--- src/rtl/scs_pkg.sv ---
// Shared types and constants for the sidechain curve sequencer.
// No dependencies; imported by the top level and scs_ctrl.
package scs_pkg;

  localparam int REQ_W       = 2;
  localparam int CHANNEL_W   = 4;
  localparam int NOTE_W      = 7;
  localparam int POINT_IDX_W = 6;
  localparam int LEVEL_W     = 7;
  localparam int DELAY_W     = 16;
  localparam int DEPTH_W     = 4;
  localparam int CFG_IDX_W   = 3;
  localparam int CFG_DATA_W  = 16;

  localparam logic [LEVEL_W-1:0] LEVEL_MAX = 7'd127;
  // offset used when depth is zero (no ducking)
  localparam logic [LEVEL_W:0]   OFFSET_NONE = 8'd127;
  localparam int                 OFFSET_SHIFT = 3;  // depth step of 8

  typedef enum logic [REQ_W-1:0] {
    REQ_TICK    = 2'd0,
    REQ_NOTE_ON = 2'd1,
    REQ_WRITE   = 2'd2
  } req_t;

  typedef enum logic [CFG_IDX_W-1:0] {
    CFG_SRC_CHANNEL = 3'd0,
    CFG_TRIG_NOTE   = 3'd1,
    CFG_ENABLE      = 3'd2,
    CFG_TICK_GAP    = 3'd3,
    CFG_DEPTH       = 3'd4
  } cfg_idx_t;

  typedef struct packed {
    logic [CHANNEL_W-1:0] src_channel;
    logic [NOTE_W-1:0]    trig_note;
    logic                 enable;
    logic [DELAY_W-1:0]   tick_gap;
    logic [DEPTH_W-1:0]   depth;
  } cfg_t;

  // item held in the execute stage
  typedef struct packed {
    req_t                 req;
    logic [CHANNEL_W-1:0] channel;
    logic [NOTE_W-1:0]    note;
  } ev_t;

  typedef struct packed {
    logic               valid;
    logic [LEVEL_W-1:0] level;
    logic               busy;
  } res_t;

endpackage

--- src/rtl/sidechain_curve_sequencer.sv ---
// Sidechain ducking curve sequencer, top level.
// Depends on scs_pkg, scs_ram and scs_ctrl.
//
// The block takes one item per clock unless stalled: curve point writes,
// note-on events and ticks. A matching note-on starts the curve and
// returns its first point; ticks count down the step delay and, on expiry,
// return the next point, then one final 127 that clears busy_flag. The
// pipeline is input stage (curve RAM access at the accepting edge) ->
// execute stage -> output register, and the sustained rate is one item per
// cycle while out_stall stays low. The curve RAM has a single port shared
// by writes and reads; the position for a tick's read is forwarded from
// the execute stage so ticks may follow each other directly. Curve entries
// are undefined until written; there is no clearing pass after reset.
module sidechain_curve_sequencer #(
  parameter int CURVE_LEN = 64,
  parameter int MAX_DEPTH = 15
) (
  input  logic                              clk,
  input  logic                              rst_n,
  // configuration
  input  logic                              cfg_we,
  input  logic [scs_pkg::CFG_IDX_W-1:0]     cfg_index,
  input  logic [scs_pkg::CFG_DATA_W-1:0]    cfg_data,
  // input items
  input  logic                              in_valid,
  output logic                              in_stall,
  input  logic [scs_pkg::REQ_W-1:0]         in_req_type,
  input  logic [scs_pkg::CHANNEL_W-1:0]     in_channel,
  input  logic [scs_pkg::NOTE_W-1:0]        in_note,
  input  logic [scs_pkg::POINT_IDX_W-1:0]   in_point_index,
  input  logic [scs_pkg::LEVEL_W-1:0]       in_point_value,
  // result items
  output logic                              out_valid,
  input  logic                              out_stall,
  output logic [scs_pkg::LEVEL_W-1:0]       out_level,
  output logic                              out_busy_flag
);
  import scs_pkg::*;

  localparam int AW = $clog2(CURVE_LEN);
  localparam int PW = $clog2(CURVE_LEN + 2);

  // configuration registers
  cfg_t cfg_r;

  always_ff @(posedge clk) begin
    if (!rst_n) begin
      cfg_r.src_channel <= '0;
      cfg_r.trig_note   <= '0;
      cfg_r.enable      <= 1'b1;
      cfg_r.tick_gap    <= '0;
      cfg_r.depth       <= '0;
    end else if (cfg_we) begin
      case (cfg_idx_t'(cfg_index))
        CFG_SRC_CHANNEL: cfg_r.src_channel <= cfg_data[CHANNEL_W-1:0];
        CFG_TRIG_NOTE:   cfg_r.trig_note   <= cfg_data[NOTE_W-1:0];
        CFG_ENABLE:      cfg_r.enable      <= cfg_data[0];
        CFG_TICK_GAP:    cfg_r.tick_gap    <= cfg_data[DELAY_W-1:0];
        CFG_DEPTH:       cfg_r.depth       <= cfg_data[DEPTH_W-1:0];
        default: begin
        end
      endcase
    end
  end

  // handshake and stage control
  logic          s1_valid_r;
  ev_t           s1_ev_r;
  logic          out_free;
  logic          s1_fire;
  logic          in_acc;
  res_t          res;
  logic [PW-1:0] rd_pos;

  logic               out_valid_r;
  logic [LEVEL_W-1:0] out_level_r;
  logic               out_busy_r;

  assign out_free = !out_valid_r || !out_stall;
  assign s1_fire  = s1_valid_r && out_free;
  assign in_stall = s1_valid_r && !out_free;
  assign in_acc   = in_valid && !in_stall;

  // curve RAM: writes and reads both happen as the item is accepted
  logic          ram_we;
  logic [AW-1:0] ram_addr;
  logic [LEVEL_W-1:0] ram_rdata;

  always_comb begin
    ram_we   = in_acc && (req_t'(in_req_type) == REQ_WRITE)
               && (int'(in_point_index) < CURVE_LEN);
    ram_addr = AW'(rd_pos);
    case (req_t'(in_req_type))
      REQ_WRITE:   ram_addr = AW'(in_point_index);
      REQ_NOTE_ON: ram_addr = '0;
      default:     ram_addr = AW'(rd_pos);
    endcase
  end

  scs_ram #(
    .WIDTH (LEVEL_W),
    .DEPTH (CURVE_LEN)
  ) u_curve_ram (
    .clk   (clk),
    .en    (in_acc),
    .we    (ram_we),
    .addr  (ram_addr),
    .wdata (in_point_value),
    .rdata (ram_rdata)
  );

  always_ff @(posedge clk) begin
    if (!rst_n) begin
      s1_valid_r <= 1'b0;
    end else if (in_acc) begin
      s1_valid_r <= 1'b1;
    end else if (s1_fire) begin
      s1_valid_r <= 1'b0;
    end
  end

  always_ff @(posedge clk) begin
    if (in_acc) begin
      s1_ev_r.req     <= req_t'(in_req_type);
      s1_ev_r.channel <= in_channel;
      s1_ev_r.note    <= in_note;
    end
  end

  scs_ctrl #(
    .CURVE_LEN (CURVE_LEN),
    .MAX_DEPTH (MAX_DEPTH)
  ) u_ctrl (
    .clk     (clk),
    .rst_n   (rst_n),
    .fire    (s1_fire),
    .ev      (s1_ev_r),
    .cfg     (cfg_r),
    .rd_data (ram_rdata),
    .res     (res),
    .rd_pos  (rd_pos)
  );

  // output register
  always_ff @(posedge clk) begin
    if (!rst_n) begin
      out_valid_r <= 1'b0;
    end else if (res.valid) begin
      out_valid_r <= 1'b1;
    end else if (!out_stall) begin
      out_valid_r <= 1'b0;
    end
  end

  always_ff @(posedge clk) begin
    if (res.valid) begin
      out_level_r <= res.level;
      out_busy_r  <= res.busy;
    end
  end

  assign out_valid     = out_valid_r;
  assign out_level     = out_level_r;
  assign out_busy_flag = out_busy_r;

endmodule

--- src/rtl/scs_ram.sv ---
// Generic single-port RAM, synchronous write, registered read.
// No dependencies.
module scs_ram #(
  parameter int WIDTH = 7,
  parameter int DEPTH = 64
) (
  input  logic                     clk,
  input  logic                     en,
  input  logic                     we,
  input  logic [$clog2(DEPTH)-1:0] addr,
  input  logic [WIDTH-1:0]         wdata,
  output logic [WIDTH-1:0]         rdata
);

  logic [WIDTH-1:0] mem_r [DEPTH];
  logic [WIDTH-1:0] rdata_r;

  always_ff @(posedge clk) begin
    if (en) begin
      if (we) begin
        mem_r[addr] <= wdata;
      end else begin
        rdata_r <= mem_r[addr];
      end
    end
  end

  assign rdata = rdata_r;

endmodule

--- src/rtl/scs_ctrl.sv ---
// Execute stage: playback position, step delay counter, busy flag and
// level computation from the curve RAM read data. Depends on scs_pkg.
module scs_ctrl #(
  parameter int CURVE_LEN = 64,
  parameter int MAX_DEPTH = 15
) (
  input  logic                                clk,
  input  logic                                rst_n,
  input  logic                                fire,
  input  scs_pkg::ev_t                        ev,
  input  scs_pkg::cfg_t                       cfg,
  input  logic [scs_pkg::LEVEL_W-1:0]         rd_data,
  output scs_pkg::res_t                       res,
  output logic [$clog2(CURVE_LEN+2)-1:0]      rd_pos
);
  import scs_pkg::*;

  localparam int PW = $clog2(CURVE_LEN + 2);
  localparam logic [PW-1:0]        POS_END   = PW'(CURVE_LEN);
  localparam logic [PW-1:0]        POS_IDLE  = PW'(CURVE_LEN + 1);
  localparam logic [DEPTH_W-1:0]   DEPTH_MAX = DEPTH_W'(MAX_DEPTH);
  localparam logic [LEVEL_W:0]     DEPTH_TOP = (LEVEL_W + 1)'(MAX_DEPTH + 1);

  logic [PW-1:0]      pos_r, pos_nxt;
  logic [DELAY_W-1:0] delay_r, delay_nxt;
  logic               busy_r, busy_nxt;

  logic [DEPTH_W-1:0] depth_c;
  logic [LEVEL_W:0]   offset;
  logic [LEVEL_W:0]   sum;
  logic [LEVEL_W-1:0] point_level;

  // curve point through the depth offset, saturating at full scale
  always_comb begin
    depth_c = (cfg.depth > DEPTH_MAX) ? DEPTH_MAX : cfg.depth;
    if (depth_c == '0) begin
      offset = OFFSET_NONE;
    end else begin
      offset = (DEPTH_TOP - {{(LEVEL_W + 1 - DEPTH_W){1'b0}}, depth_c}) << OFFSET_SHIFT;
    end
    sum = {1'b0, rd_data} + offset;
    if (!cfg.enable || sum > {1'b0, LEVEL_MAX}) begin
      point_level = LEVEL_MAX;
    end else begin
      point_level = sum[LEVEL_W-1:0];
    end
  end

  always_comb begin
    pos_nxt   = pos_r;
    delay_nxt = delay_r;
    busy_nxt  = busy_r;
    res.valid = 1'b0;
    res.level = point_level;
    case (ev.req)
      REQ_NOTE_ON: begin
        if (ev.channel == cfg.src_channel && ev.note == cfg.trig_note) begin
          pos_nxt   = '0;
          delay_nxt = cfg.tick_gap;
          busy_nxt  = 1'b1;
          res.valid = 1'b1;
        end
      end
      REQ_TICK: begin
        if (delay_r != '0) begin
          delay_nxt = delay_r - 1'b1;
        end else begin
          delay_nxt = cfg.tick_gap;
          if (pos_r < POS_END) begin
            res.valid = 1'b1;
            // full-scale point ends the curve early
            pos_nxt = (point_level == LEVEL_MAX) ? POS_END : pos_r + 1'b1;
          end else if (pos_r == POS_END) begin
            res.valid = 1'b1;
            res.level = LEVEL_MAX;
            busy_nxt  = 1'b0;
            delay_nxt = '0;
            pos_nxt   = POS_IDLE;
          end
        end
      end
      default: begin
      end
    endcase
    res.valid = res.valid & fire;
    res.busy  = busy_nxt;
  end

  // forward the updated position to the read issued this cycle
  assign rd_pos = fire ? pos_nxt : pos_r;

  always_ff @(posedge clk) begin
    if (!rst_n) begin
      pos_r   <= POS_IDLE;
      delay_r <= '0;
      busy_r  <= 1'b0;
    end else if (fire) begin
      pos_r   <= pos_nxt;
      delay_r <= delay_nxt;
      busy_r  <= busy_nxt;
    end
  end

endmodule

--- config.mk ---
export PLATFORM = sky130hd
export DESIGN_NAME = sidechain_curve_sequencer
export DESIGN_NICKNAME = d
export VERILOG_FILES = /design/src/rtl/scs_pkg.sv /design/src/rtl/sidechain_curve_sequencer.sv /design/src/rtl/scs_ram.sv /design/src/rtl/scs_ctrl.sv
export SDC_FILE = /design/constraint.sdc
export NUM_CORES = 1
export LEC_CHECK = 0
export ABC_AREA = 1
export BUFFER_PORTS_ARGS = -buffer_cell sky130_fd_sc_hd__buf_2
export CAP_MARGIN = 20
export CORE_MARGIN = 2
export CORE_UTILIZATION = 50
export CTS_BUF_LIST = sky130_fd_sc_hd__clkbuf_2 sky130_fd_sc_hd__clkbuf_4 sky130_fd_sc_hd__clkbuf_8
export CTS_CLUSTER_DIAMETER = 30
export DETAILED_ROUTE_END_ITERATION = 8
export MAX_ROUTING_LAYER = met4
export PLACE_DENSITY_LB_ADDON = 0.08
export SLEW_MARGIN = 0
export SYNTH_ARGS = -nofsm -noshare
export SYNTH_HDL_FRONTEND = slang
export SYNTH_SLANG_ARGS = --single-unit
export TNS_END_PERCENT = 1
--- constraint.sdc ---
create_clock -name clk -period 4.55 [get_ports clk]
set_input_delay 0.6825 -clock clk [delete_from_list [all_inputs] [get_ports clk]]
set_output_delay 0.6825 -clock clk [all_outputs]
set_load 0.02 [all_outputs]
# Word-level counts from Yosys, hierarchy flattened
# Memory sizes are Yosys's and may differ from the RTL's. A register that Yosys moved wholly into a read port is not among the register bits.
# Cells that the tools add are included.
dict set report classes {
  bitwise_logic 2
  eq_ne 15
  n_addsub 4
  n_reduce_logical 26
  muxes 35
  magnitude_cmp 3
}
# operator n
set op_table {}
lappend op_table {{$mux W16} 4}
lappend op_table {{$mux W7} 8}
lappend op_table {{$pmux W16 S2} 1}
lappend op_table {{$mux W8} 3}
lappend op_table {{$reduce_bool A16 Y1} 1}
lappend op_table {{$sub A16 B1 Y16 const B} 1}
lappend op_table {{$eq A7 B7 Y1 const B} 2}
lappend op_table {{$pmux W7 S2} 1}
lappend op_table {{$mux W1} 13}
lappend op_table {{$pmux W6 S2} 1}
lappend op_table {{$reduce_and A2 Y1} 6}
lappend op_table {{$add A7 B8 Y8} 1}
lappend op_table {{$gt A8 B7 Y1 const B} 1}
lappend op_table {{$add A7 B1 Y7 const B} 1}
lappend op_table {{$eq A7 B7 Y1} 1}
lappend op_table {{$lt A7 B7 Y1 const B} 1}
lappend op_table {{$eq A3 B2 Y1 const B} 2}
lappend op_table {{$mux W6} 1}
lappend op_table {{$logic_and A1 B1 Y1} 5}
lappend op_table {{$logic_not A1 Y1} 5}
lappend op_table {{$reduce_and A5 Y1} 1}
lappend op_table {{$sub A5 B4 Y5 const A} 1}
lappend op_table {{$eq A2 B1 Y1 const B} 2}
lappend op_table {{$eq A4 B4 Y1} 1}
lappend op_table {{17 further kinds} 21}
dict set report totals {
  wordCells 102
  ram_bits 448
  register_bits 79
  out_inout_bits 10
  memories 1
}
# memory depth width read_ports rd_clocked_by_memory_dff wr line
set mem_list {}
lappend mem_list {u_curve_ram.mem_r 64 7 1 1 1 scs_ram.sv:15} ;# logic [WIDTH-1:0] mem_r [DEPTH];

# Depth between registers and ports, before layout
# Gate-level depths: netlist (run 1).
dict set report logic_depth {
  word_depth 15
  ltp_mapped 34
}

# Hierarchy
# Synthesis (run 1) repeated with hierarchy kept, for this count alone.
dict set report hier_totals {
  cells_unflattened 2553
  hier_area_um2 23910.4
}
# mod area_each_um2 cells_per_inst instances
set modules_own_cells {}
lappend modules_own_cells {scs_ram 19338.5 1906 1}
lappend modules_own_cells {scs_ctrl 2378.5 388 1}
lappend modules_own_cells {sidechain_curve_sequencer 2193.4 259 1}

# Worst setup path before layout (run 1)
# Ideal clock, no wire load.
dict set report synth_path {
  path_type {flip-flop to flip-flop}
  from {register cfg_r[0] (netlist bit)}
  to {memory u_curve_ram.mem_r[50][0], enable pin}
  required_ns 4.190
  synth_period_minus_slack_ns 4.010
  stages_incl_launch_ff 23
  setup_slack_ns 0.540
  t_arrival_ns 3.650
  path_buffers 1
  cell_sequence {dfxtp_1 > inv_1 > ha_1 > nand2_2 > inv_1 > or2_2 > ha_1 > inv_1 > o21ai_0 > nand3_1 > and2_1 > nand2_2 > nor2_4 > nand2_1 > nand2_1 > nor2_2 > nand3_2 > nand3_1 > nand2_1 > a22oi_2 > clkbuf_1 > nand3_1 > nor2_1}
}
dict set report synth_via {
  elab_chain_len 15
  elab_cells_between_ends 16
}
# item line
set synth_lines {}
lappend synth_lines {{from (decl)} sidechain_curve_sequencer.sv:44} ;# cfg_t cfg_r;
lappend synth_lines {{$gt A4 B4 Y1} scs_ctrl.sv:35} ;# depth_c = (cfg.depth > DEPTH_MAX) ? DEPTH_MAX : cfg.depth;
lappend synth_lines {{$mux W4 (*)} scs_ctrl.sv:35}
lappend synth_lines {{$sub A5 B4 Y5 / $logic_not A4 Y1 (equally long branches)} {scs_ctrl.sv:39, scs_ctrl.sv:36}}
lappend synth_lines {{$mux W8 (*)} scs_ctrl.sv:36} ;# if (depth_c == '0) begin
lappend synth_lines {{$add A7 B8 Y8 (*)} scs_ctrl.sv:41} ;# sum = {1'b0, rd_data} + offset;
lappend synth_lines {{$gt A8 B7 Y1} scs_ctrl.sv:42} ;# if (!cfg.enable || sum > {1'b0, LEVEL_MAX}) begin
lappend synth_lines {{$logic_or A1 B1 Y1} scs_ctrl.sv:42}
lappend synth_lines {{$mux W7 (*)} scs_ctrl.sv:42}
lappend synth_lines {{$eq A7 B7 Y1 (*)} scs_ctrl.sv:72} ;# pos_nxt = (point_level == LEVEL_MAX) ? POS_END : pos_r + 1'b1;
lappend synth_lines {{$mux W7 (*)} scs_ctrl.sv:72}
lappend synth_lines {{$mux W7 (*)} scs_ctrl.sv:69} ;# if (pos_r < POS_END) begin
lappend synth_lines {{$mux W7 (*)} scs_ctrl.sv:65} ;# if (delay_r != '0) begin
lappend synth_lines {{$pmux W7 S2 (*)} scs_ctrl.sv:55} ;# case (ev.req)
lappend synth_lines {{$mux W6 (*)} scs_ctrl.sv:90} ;# assign rd_pos = fire ? pos_nxt : pos_r;
lappend synth_lines {{$pmux W6 S2 (*)} sidechain_curve_sequencer.sv:93} ;# case (req_t'(in_req_type))
lappend synth_lines {{to (decl)} scs_ram.sv:15}
# Mark *: on every way between the ends. The rest lies on a longest branch, timed or not. The select of a mux whose other input is x is not followed.

# Worst setup path in the final report (run 1)
dict set report layout_path {
  from {register cfg_r[0] (netlist bit)}
  to {memory u_curve_ram.mem_r[37][6], enable pin}
}
# The elaborated chain is that of the path after synthesis.

==> results.md, run 1 <==
* Status: completed
* Yosys reg bits at 534
* Overall die width at 223 um
* Shortest period the worst path allows at 4.33 ns
* Cell chain of the critical path: inv_1 -> ha_1 -> buf_4 -> nand2_1 -> inv_1 -> o21ai_0 -> ha_1 -> inv_1 -> o21bai_1 -> a21oi_1 -> nand3_1 -> a21oi_1 -> nor2_1 -> nand3_2 -> nand3_1 -> nand2_1 -> a22oi_2 -> inv_2 -> nand3_1 -> buf_12 -> nor2_1 -> buf_4
* Sequential-to-total area share from yosys stat at 64.3%
* Sink count of the clock tree at 534
* Initial antenna violation count at 0
* Post-route design area at 28,500 sq um
* Number of buffers inserted during clock tree synthesis at 113
* Final wirelength at 68,700 um
* Standard cell with the maximum stage delay on the critical path: sky130_fd_sc_hd__inv_2
* Largest stage delay, worst path at 0.42 ns
* CP Data Arrival Time at 4.73 ns
* Die outline height at 223 um
* Drt via density at 5.39
* Post-synth top area cell: sky130_fd_sc_hd__edfxtp_1
* Power per cell area at 440 nW/um^2
* Clk_skew at 0.0368 ns
* Synth top area share at 59.5%
* Placement Rows at 80
* Reg clk slew, reported paths at 0.05 ns
* Number of nets in the layout at 2,763
* Global placer's final weighted congestion at 0.940
* Number of setup violations in the final report at 0
* H-tree levels at 3
* Placed standard-cell area at 25,500 sq um
* Area delta synth->final at 18.7%
* Fillers at 4,093
* HPWL after detailed placement at 41,000 um
* # IOs at 60
* Final worst hold slack at 0.154 ns
* Start-to-end type of the worst setup path: reg -> reg
* CP Launch Type: flip-flop
* Diode insertion count for antenna repair at 0
* Clock buffer depth at 3
* Path type of the worst min-delay path: in -> reg
* Yosys synthesis warning count at 0
* Max-capacitance violation count at 0
* Category of the worst setup path capture point: flip-flop
* # hold bufs at CTS at 0
* Leakage Power at 0.0121 uW
* Commonest non-fill, non-tap cell in the layout: sky130_fd_sc_hd__nand2_1
* Number of buffers and inverters on the critical path at 7
* Clk_lat worst skew at 0.71 ns
* Mean instance size in the synthesized netlist at 9.57 sq um
* Unrepaired setup endpoints after global routing: true
* Slew at the pin with the worst max-slew slack at 1.02 ns
* GRT Overall Usage at 27.0%
* Core Box Area at 47,500 sq um
* Antenna-violating nets left at 0
* Number of nets in the synthesized netlist at 2,570
* Worst setup path startpoint: cfg_r[0]
* Cell area after technology mapping at 24,000 sq um
* Slew HR at 32.0%
* Root Driver: sky130_fd_sc_hd__clkbuf_8
* Cell type group with the largest total delay on the critical path: buffers and inverters
* Vias at 18,400
* Max rail drop VDD at 0.285 mV
* Initial core utilization at 50.5%
* Biggest area contributors in the synthesized netlist: sky130_fd_sc_hd__edfxtp_1, sky130_fd_sc_hd__nand2_1, sky130_fd_sc_hd__nand3_1
* Detail-routed net length per standard cell at 20.1 um
* Port Buffer Count at 59
* Total overflow reported by the global router at 0
* Cell count after synthesis at 2,509
* Startpoint of the most critical hold path: in_channel[1]
* Count of cell types in the netlist at 40
* Die footprint at 49,800 sq um
* Required time worst endpoint at 4.95 ns
* First-pass GRT wire length at 99,900 um
* Pin count of the biggest net entering global routing at 88
* Vias in the first global route at 17,600
* Worst reg2reg setup slack at 0.22 ns
* Slew Viols, Final at 0
* Drt pass-1 iters at 5
* Largest fanout of any net on the critical path at 27
* CTS tree: yes
* Number of failing hold endpoints at the final stage at 0
* Share of layout cells above drive strength 1 at 15.8%
* Period utilisation layout at 95.3%
* Origin of the critical flop-to-flop path: cfg_r[0]
* Number of remaining DRC errors at 0
* Top achievable clock speed at 0.231 GHz
* Commonest cells after routing, fill and taps aside: sky130_fd_sc_hd__nand2_1, sky130_fd_sc_hd__edfxtp_1, sky130_fd_sc_hd__nand3_1
* Number of design-rule violations left by the first detailed-router iteration at 1,485
==> routing by layer <==
metal / up-vias / wire [um] / track usage (%)
li1: 8773 / - / -
met1: 8796 / 30200 / 36.3
met2: 676 / 31900 / 41.7
met3: 136 / 4620 / 4.70
met4: 0 / 1960 / 9.70
met5: - / 0 / -
==> cell usage after synthesis (all sizes together) <==
cell type and count:
nand2 1167, edfxtp 476, nand3 261, nor2 143
inv 95, buf 73, dfxtp 58, clkbuf 51
o21ai 51, a21oi 46, xor2 17, a211oi 11
ha 11, a221oi 10, nand4 8, nor3 8
nor4 5, xnor2 4, o21bai 3, or2 3
o211ai 2, a22oi 1, a31oi 1, and2 1
nand3b 1, o21a 1, o311ai 1
==> sequential cells by signal (all words and copies together) (netlist names), 7 cells and up <==
register / flops
cfg_r: 32
out_level: 7
u_ctrl.pos_r: 7
s1_ev_r: 13
u_ctrl.delay_r: 16
u_curve_ram.rdata: 7
u_curve_ram.mem_r: 448
==> final timing paths <==
kind                                                  to  cells after the start
worst max-delay path            u_curve_ram.mem_r[37][6]                     22
worst min-delay path                          s1_ev_r[8]                      1
worst max register to register  u_curve_ram.mem_r[37][6]                     22
worst min register to register                 cfg_r[16]                      2
==> stage by stage <==
stage	instances	setup slack, ns	utilization (%)	TNS [ns]	total power (uW)
3_5_place_dp	3183	0.0578	53.7	0	6840
5_1_grt	3412	-0.0124	60.0	-0.0746	13000
3_3_place_gp	3183	0.0752	53.7	0	6830
6_report	3412	0.215	60.0	0	12500
2_1_floorplan	2509	0.540	-	0	6390
4_1_cts	3393	0.0115	59.0	0	12500
==> final cells by class <==
class	instances	area, sq um	share of cell area (%)
clock buffers	136	1780	6.23
clock inverters	74	773	2.71
inverters	95	359	1.26
multi-input cells	1757	7640	26.8
flip-flops and latches	534	15500	54.2
well taps	615	769	2.70
repair buffers	201	1740	6.10
==> timing repair <==
action                                  in CTS  in global routing
buffers inserted                             0                  6
gates resized for setup                      0                 26
endpoints found under the setup margin       0                430
endpoints found under the hold margin        0                  0
==> report_power, final <==
part	internal, uW	leakage [uW]	switching, uW
logic	463	0.00604	1020
registers	5390	0.00476	26.6
clock network	3450	0.00129	2190
==> cells by family (layout without fill, tap and decap cells) <==
group	Yosys count	after routing	share of synthesized area, %
buffers and inverters	219	506	4.30
AO/OA/AOI/OAI	127	127	3.05
AND/OR/NAND/NOR	1597	1598	27.0
adder cells (fa/ha/maj)	11	11	0.573
flip-flops	534	534	64.3
XOR/XNOR	21	21	0.766
(Power assumes the default switching activity.)
==> inputs of run 2 (changes only) <==
--- a/config.mk
+++ b/config.mk
@@ -15,6 +15,7 @@
 export DETAILED_ROUTE_END_ITERATION = 8
 export MAX_ROUTING_LAYER = met4
 export PLACE_DENSITY_LB_ADDON = 0.08
+export RECOVER_POWER = 25
 export SLEW_MARGIN = 0
 export SYNTH_ARGS = -nofsm -noshare
 export SYNTH_HDL_FRONTEND = slang
==> results.md, run 2 (synthesis results as in run 1) <==
* Register share of total power at 43.2% (about the same)
* Number of flip-flops in the largest register at 448 (unchanged)
* Worst Slack Setup Final at 0.230 ns (+0.0151 ns)
* Diode insertion count for antenna repair at 0 (unchanged)
* Footprint of the multi-input gates at 7640 sq um (unchanged)
* Category of the worst setup path capture point: flip-flop
* Start-to-end type of the worst setup path: reg -> reg
* Footprint of the flip-flops and latches at 15,500 sq um (unchanged)
* Share of total power in combinational logic at 11.8% (about the same)
* Int Power at 9310 uW (about the same)
* Drt via density at 5.39 (about the same)
* Core occupancy in the finished layout at 59.9% (about the same)
* Number of remaining DRC errors at 0 (unchanged)
* Number of buffers inserted during clock tree synthesis at 113 (unchanged)
* Sink count of the clock tree at 534 (unchanged)
* Antenna-violating nets left at 0 (unchanged)
* Total overflow reported by the global router at 0 (unchanged)
* Max-capacitance violation count at 8 (+8)
* H-tree levels at 3 (unchanged)
* Slew at the pin with the worst max-slew slack at 2.33 ns (+1.32 ns)
* Post-route design area at 28,500 sq um (about the same)
* Worst setup timing slack at the placement stage at 0.0578 ns (unchanged)
* Startpoint of the most critical hold path: in_channel[1]
* Largest fanout of any net on the critical path at 27 (unchanged)
* Origin of the critical flop-to-flop path: cfg_r[0]
* Slew Viols, Final at 254 (+254)
* Number of setup violations in the final report at 0 (unchanged)
* Final wirelength at 68,700 um (about the same)
* Slew HR at -55.6% (-88 points)
* First-pass GRT wire length at 99,900 um (unchanged)
* Global placer's final weighted congestion at 0.940 (unchanged)
* Required time worst endpoint at 4.95 ns (about the same)
* Root Driver: sky130_fd_sc_hd__clkbuf_8
* Unrepaired setup endpoints after global routing: true
* Register with the most flip-flops: u_curve_ram.mem_r
* Top achievable clock speed at 0.231 GHz (+0.35%)
* Shortest period the worst path allows at 4.32 ns (-0.0151 ns)
* Violated checks: capacitance limit, slew limit
* Die footprint at 49,800 sq um (unchanged)
* Pin count of the biggest net entering global routing at 88 (unchanged)
* Max rail drop VDD at 0.286 mV (about the same)
* Clock group share of total power at 45.0% (about the same)
* Share of layout cells above drive strength 1 at 15.3% (-0.46 points)
* Placed standard-cell area at 25,500 sq um (unchanged)
* Status: finished, violations left
* Fillers at 4,103 (+0.24%)
* Worst setup path startpoint: cfg_r[0]
* Clock buffer depth at 3 (unchanged)
* Leakage Power at 0.0121 uW (-0.30%)
* Reg clk slew, reported paths at 0.05 ns (about the same)
* Drt pass-1 iters at 6 (+1)
* Die outline height at 223 um (unchanged)
* Period utilisation layout at 94.9% (-0.33 points)
* Sw Pwr at 3240 uW (about the same)
* CTS tree: yes
* HPWL after detailed placement at 41,000 um (unchanged)
* Switching share of power at 25.8% (about the same)
* Number of failing hold endpoints at the final stage at 0 (unchanged)
* Initial antenna violation count at 0 (unchanged)
* # IOs at 60 (unchanged)
* Overall die width at 223 um (unchanged)
* Port Buffer Count at 59 (unchanged)
* Path type of the worst min-delay path: in -> reg
* Clk_lat worst skew at 0.71 ns (about the same)
* CP Launch Type: flip-flop
* Detail-routed net length per standard cell at 20.1 um (about the same)
* Commonest non-fill, non-tap cell in the layout: sky130_fd_sc_hd__nand2_1
* Clk_skew at 0.0357 ns (-0.00109 ns)
* Area delta synth->final at 18.7% (about the same)
* Placement Rows at 80 (unchanged)
* Commonest cells after routing, fill and taps aside: sky130_fd_sc_hd__nand2_1, sky130_fd_sc_hd__edfxtp_1, sky130_fd_sc_hd__nand3_1
* Vias at 18,400 (-0.033%)
* Cell Count, Final, Fillers Out at 3,412 (unchanged)
* Vias in the first global route at 17,600 (unchanged)
* Number of design-rule violations left by the first detailed-router iteration at 1,485 (unchanged)
* Number of nets in the layout at 2,763 (unchanged)
* Placed instance count at 3,183 (unchanged)
* Worst reg2reg setup slack at 0.23 ns (+0.02 ns)
* Power per cell area at 440 nW/um^2 (about the same)
* Largest registers: u_curve_ram.mem_r (448), cfg_r (32), u_ctrl.delay_r (16)
* Initial core utilization at 50.5% (unchanged)
* GRT Overall Usage at 27.0% (unchanged)
* Core Box Area at 47,500 sq um (unchanged)
* Power consumption at 12,500 uW (about the same)
* CP Data Arrival Time at 4.72 ns (about the same)
[run 2: changes by cell type in the layout (fill, tap and decap cells not counted)]
cell                       change
sky130_fd_sc_hd__buf_2        -12
sky130_fd_sc_hd__clkbuf_1     +13
sky130_fd_sc_hd__buf_4         -1
[run 2: timing repair]
item,4_1_cts,5_1_grt
endpoints found under the setup margin,0,430
hold endpoints to repair,0,0
resized for setup,0,26
hold buffers,0,0
buffers inserted,0,6
[run 2: area by class of cell]
class | instances | share of cell area [%]
inverter | 95 | 1.26
multi-input combinational | 1757 | 26.8
tap | 615 | 2.70
timing repair buffer | 201 | 6.04
clock inverter | 74 | 2.71
sequential | 534 | 54.2
clock buffer | 136 | 6.24
[run 2: metal layers]
| layer | track usage [%] | up-vias | part of all wire (%) |
|---|---|---|---|
| met2 | 41.7 | 668 | 46 |
| met4 | 9.70 | 0 | 2.9 |
| li1 | - | 8773 | - |
| met3 | 4.70 | 139 | 6.7 |
| met1 | 36.3 | 8795 | 44 |
| met5 | - | - | 0 |
[run 2: per-stage QoR]
step | hold slack [ns] | TNS, ns
3_5_place_dp | 0.447 | 0
6_report | 0.154 | 0
4_1_cts | 0.107 | 0
5_1_grt | 0.126 | -0.0746
2_1_floorplan | 0.424 | 0
3_3_place_gp | 0.439 | 0
[run 2: power by group through the flow]
stage | Clock (uW) | Combinational (uW) | Sequential [uW]
final | 5650 | 1480 | 5420
after CTS | 5740 | 1330 | 5410
after global placement | 0 | 1310 | 5510
after global routing | 5950 | 1640 | 5420
after detailed placement | 0 | 1320 | 5510
after floorplan | 0 | 884 | 5500
[run 2: critical path, cell delays in order, from the launching register on]
cell and delay, ns:
sky130_fd_sc_hd__dfxtp_1 0.30, sky130_fd_sc_hd__inv_1 0.07, sky130_fd_sc_hd__ha_1 0.22, sky130_fd_sc_hd__buf_4 0.16, sky130_fd_sc_hd__nand2_1 0.07, sky130_fd_sc_hd__inv_1 0.05
sky130_fd_sc_hd__o21ai_0 0.22, sky130_fd_sc_hd__ha_1 0.32, sky130_fd_sc_hd__inv_1 0.12, sky130_fd_sc_hd__o21bai_1 0.08, sky130_fd_sc_hd__a21oi_1 0.16, sky130_fd_sc_hd__nand3_1 0.12
sky130_fd_sc_hd__a21oi_1 0.20, sky130_fd_sc_hd__nor2_1 0.09, sky130_fd_sc_hd__nand3_2 0.13, sky130_fd_sc_hd__nand3_1 0.10, sky130_fd_sc_hd__nand2_1 0.09, sky130_fd_sc_hd__a22oi_2 0.09
sky130_fd_sc_hd__inv_2 0.42, sky130_fd_sc_hd__nand3_1 0.35, sky130_fd_sc_hd__buf_12 0.24, sky130_fd_sc_hd__nor2_1 0.18, sky130_fd_sc_hd__buf_4 0.19
[run 2: final timing paths]
kind              depth (start not counted)                  endpoint
hold / removal                            1                s1_ev_r[8]
setup reg to reg                         22  u_curve_ram.mem_r[37][6]
hold reg to reg                           2                 cfg_r[16]
setup / recovery                         22  u_curve_ram.mem_r[37][6]
==> inputs of run 3 (changes only) <==
--- a/config.mk
+++ b/config.mk
@@ -9,7 +9,7 @@
 export BUFFER_PORTS_ARGS = -buffer_cell sky130_fd_sc_hd__buf_2
 export CAP_MARGIN = 20
 export CORE_MARGIN = 2
-export CORE_UTILIZATION = 50
+export CORE_UTILIZATION = 63
 export CTS_BUF_LIST = sky130_fd_sc_hd__clkbuf_2 sky130_fd_sc_hd__clkbuf_4 sky130_fd_sc_hd__clkbuf_8
 export CTS_CLUSTER_DIAMETER = 30
 export DETAILED_ROUTE_END_ITERATION = 8
==> results.md, run 3 (synthesis results as in run 1) <==
* Int Power at 8900 uW (-4.4%)
* Register with the most flip-flops: u_curve_ram.mem_r
* CTS tree: yes
* Port Buffer Count at 59 (unchanged)
* Fillers at 2,705 (-34%)
* HPWL after detailed placement at 37,800 um (-7.7%)
* Largest fanout of any net on the critical path at 8 (-70%)
* Clk_skew at 0.0298 ns (-0.00596 ns)
* Reg clk slew, reported paths at 0.06 ns (about the same)
* Final wirelength at 64,100 um (-6.7%)
* Required time worst endpoint at 4.92 ns (-0.03 ns)
* Category of the worst setup path capture point: flip-flop
* Slew HR at 27.0% (+83 points)
* Unrepaired setup endpoints after global routing: true
* H-tree levels at 3 (unchanged)
* Core Box Area at 37,600 sq um (-21%)
* Most Frequent Cell on Critical Path: sky130_fd_sc_hd__nand2_1
* Number of buffers inserted during clock tree synthesis at 109 (-3.5%)
* Largest registers: u_curve_ram.mem_r (448), cfg_r (32), u_ctrl.delay_r (16)
* Footprint of the flip-flops and latches at 15,500 sq um (unchanged)
* Max rail drop VDD at 0.364 mV (+27%)
* Share of total power in combinational logic at 11.8% (about the same)
* Start-to-end type of the worst setup path: reg -> reg
* # IOs at 60 (unchanged)
* Core occupancy in the finished layout at 74.5% (+15 points)
* Drt pass-1 iters at 6 (unchanged)
* Slew at the pin with the worst max-slew slack at 1.10 ns (-1.24 ns)
* Number of remaining DRC errors at 0 (unchanged)
* Period utilisation layout at 96.0% (+1.0 points)
* Total overflow reported by the global router at 0 (unchanged)
* Status: completed
* Slew Viols, Final at 0 (-100%)
* Number of nets in the layout at 2,755 (-0.29%)
* First-pass GRT wire length at 95,700 um (-4.1%)
* GRT Overall Usage at 32.7% (+5.6 points)
* Pin count of the biggest net entering global routing at 111 (+26%)
* Worst setup timing slack at the placement stage at 0.122 ns (+0.0643 ns)
* Vias in the first global route at 17,900 (+1.9%)
* CP Launch Type: flip-flop
* Power per cell area at 429 nW/um^2 (-2.5%)
* Global placer's final weighted congestion at 0.932 (-0.80%)
* Number of setup violations in the final report at 0 (unchanged)
* Post-route setup TNS at 0 ns (unchanged)
* Switching share of power at 26.0% (+0.14 points)
* Initial core utilization at 63.9% (+13 points)
* Number of design-rule violations left by the first detailed-router iteration at 1,782 (+20%)
* Final worst hold slack at 0.190 ns (+0.0359 ns)
* Drt via density at 5.67 (+5.3%)
* Number of flip-flops in the largest register at 448 (unchanged)
* Path type of the worst min-delay path: in -> reg
* Clock buffer depth at 3 (unchanged)
* Area delta synth->final at 16.6%
* Antenna-violating nets left at 0 (unchanged)
* Commonest cells after routing, fill and taps aside: sky130_fd_sc_hd__nand2_1, sky130_fd_sc_hd__edfxtp_1, sky130_fd_sc_hd__nand3_1
* Max-capacitance violation count at 0 (-8)
* Shortest period the worst path allows at 4.37 ns (+0.0474 ns)
* Share of layout cells above drive strength 1 at 15.0% (-0.29 points)
* Overall die width at 199 um (-11%)
* Largest stage delay, worst path at 0.34 ns (-0.08 ns)
* Standard cell with the maximum stage delay on the critical path: sky130_fd_sc_hd__ha_1
* Footprint of the multi-input gates at 7620 sq um (-0.25%)
* Clock group share of total power at 43.1% (-1.9 points)
* Top achievable clock speed at 0.229 GHz (-1.1%)
* Power consumption at 12,000 uW (-4.2%)
* Sw Pwr at 3120 uW (-3.7%)
* Worst Slack Setup Final at 0.183 ns (-0.0474 ns)
* Sink count of the clock tree at 534 (unchanged)
* Placement Rows at 71 (-11%)
* Die outline height at 199 um (-11%)
* Leakage Power at 0.0119 uW (-1.2%)
* Initial antenna violation count at 1 (+1)
* Die footprint at 39,700 sq um (-20%)
* Clk_lat worst skew at 0.67 ns (-0.04 ns)
* Root Driver: sky130_fd_sc_hd__clkbuf_8
* Vias at 18,700 (+1.5%)
* Commonest non-fill, non-tap cell in the layout: sky130_fd_sc_hd__nand2_1
* Number of failing hold endpoints at the final stage at 0 (unchanged)
* Detail-routed net length per standard cell at 19.5 um (-3.2%)
* CP Data Arrival Time at 4.73 ns (about the same)
* # hold bufs at CTS at 0 (unchanged)
* Register share of total power at 45.1% (+1.9 points)
run 3: cell count changes in the layout (fill, tap and decap cells not counted), sizes merged:
cell / delta
buf: +8
bufinv: -5
clkbuf: -15
clkinv: -11
clkinvlp: +1
diode: +1
nand2: +2
run 3: what timing repair did:
| item | 4_1_cts | 5_1_grt |
|---|---|---|
| setup buffers | 0 | 5 |
| setup endpoints to repair | 0 | 354 |
| resized for setup | 0 | 20 |
run 3: worst max-delay path: cells and delay by family, from the launching register on:
family                     cells  cell delay [ns]
AOI/OAI and AO/OA              1             0.18
DFF                            1             0.30
buffers and inverters          5             0.50
adders and majority gates      2             0.57
and+or+nand+nor               20             2.50
run 3: path summary, 6_finish.rpt:
check             cells after the start                  endpoint          start  slack, ns
hold reg to reg                       2                  cfg_r[6]       cfg_r[6]       0.45
setup / recovery                     28  u_curve_ram.mem_r[25][1]       cfg_r[0]       0.18
hold / removal                        1                s1_ev_r[8]  in_channel[1]       0.19
setup reg to reg                     28  u_curve_ram.mem_r[25][1]       cfg_r[0]       0.18
run 3: stage by stage:
stage	cells	area, sq um
final	3289	28000
after global routing	3289	28000
after CTS	3271	27600
after detailed placement	3077	25300
after global placement	3077	25300
after floorplan	2509	24000
run 3: layout make-up:
type | count | area share [%]
Clock inverter | 59 | 2.07
Sequential cell | 534 | 55.2
Timing Repair Buffer | 195 | 5.76
Antenna cell | 1 | 0.00894
Clock buffer | 135 | 6.15
Tap cell | 511 | 2.28
Multi-Input combinational cell | 1759 | 27.2
Inverter | 95 | 1.29
run 3: layer usage:
layer	track usage [%]	vias to the layer above	part of all wire, %
met5	-	-	0
met4	12.8	0	3.5
met3	6.41	177	9.8
met2	51.5	955	47
met1	42.2	8771	39
li1	-	8752	-
run 3: power by group through the flow:
stage / logic (uW) / registers [uW] / clock network [uW]
2_1_floorplan: 884 / 5500 / 0
3_5_place_dp: 1280 / 5520 / 0
6_report: 1420 / 5420 / 5180
4_1_cts: 1290 / 5420 / 5220
3_3_place_gp: 1270 / 5520 / 0
5_1_grt: 1570 / 5420 / 5450
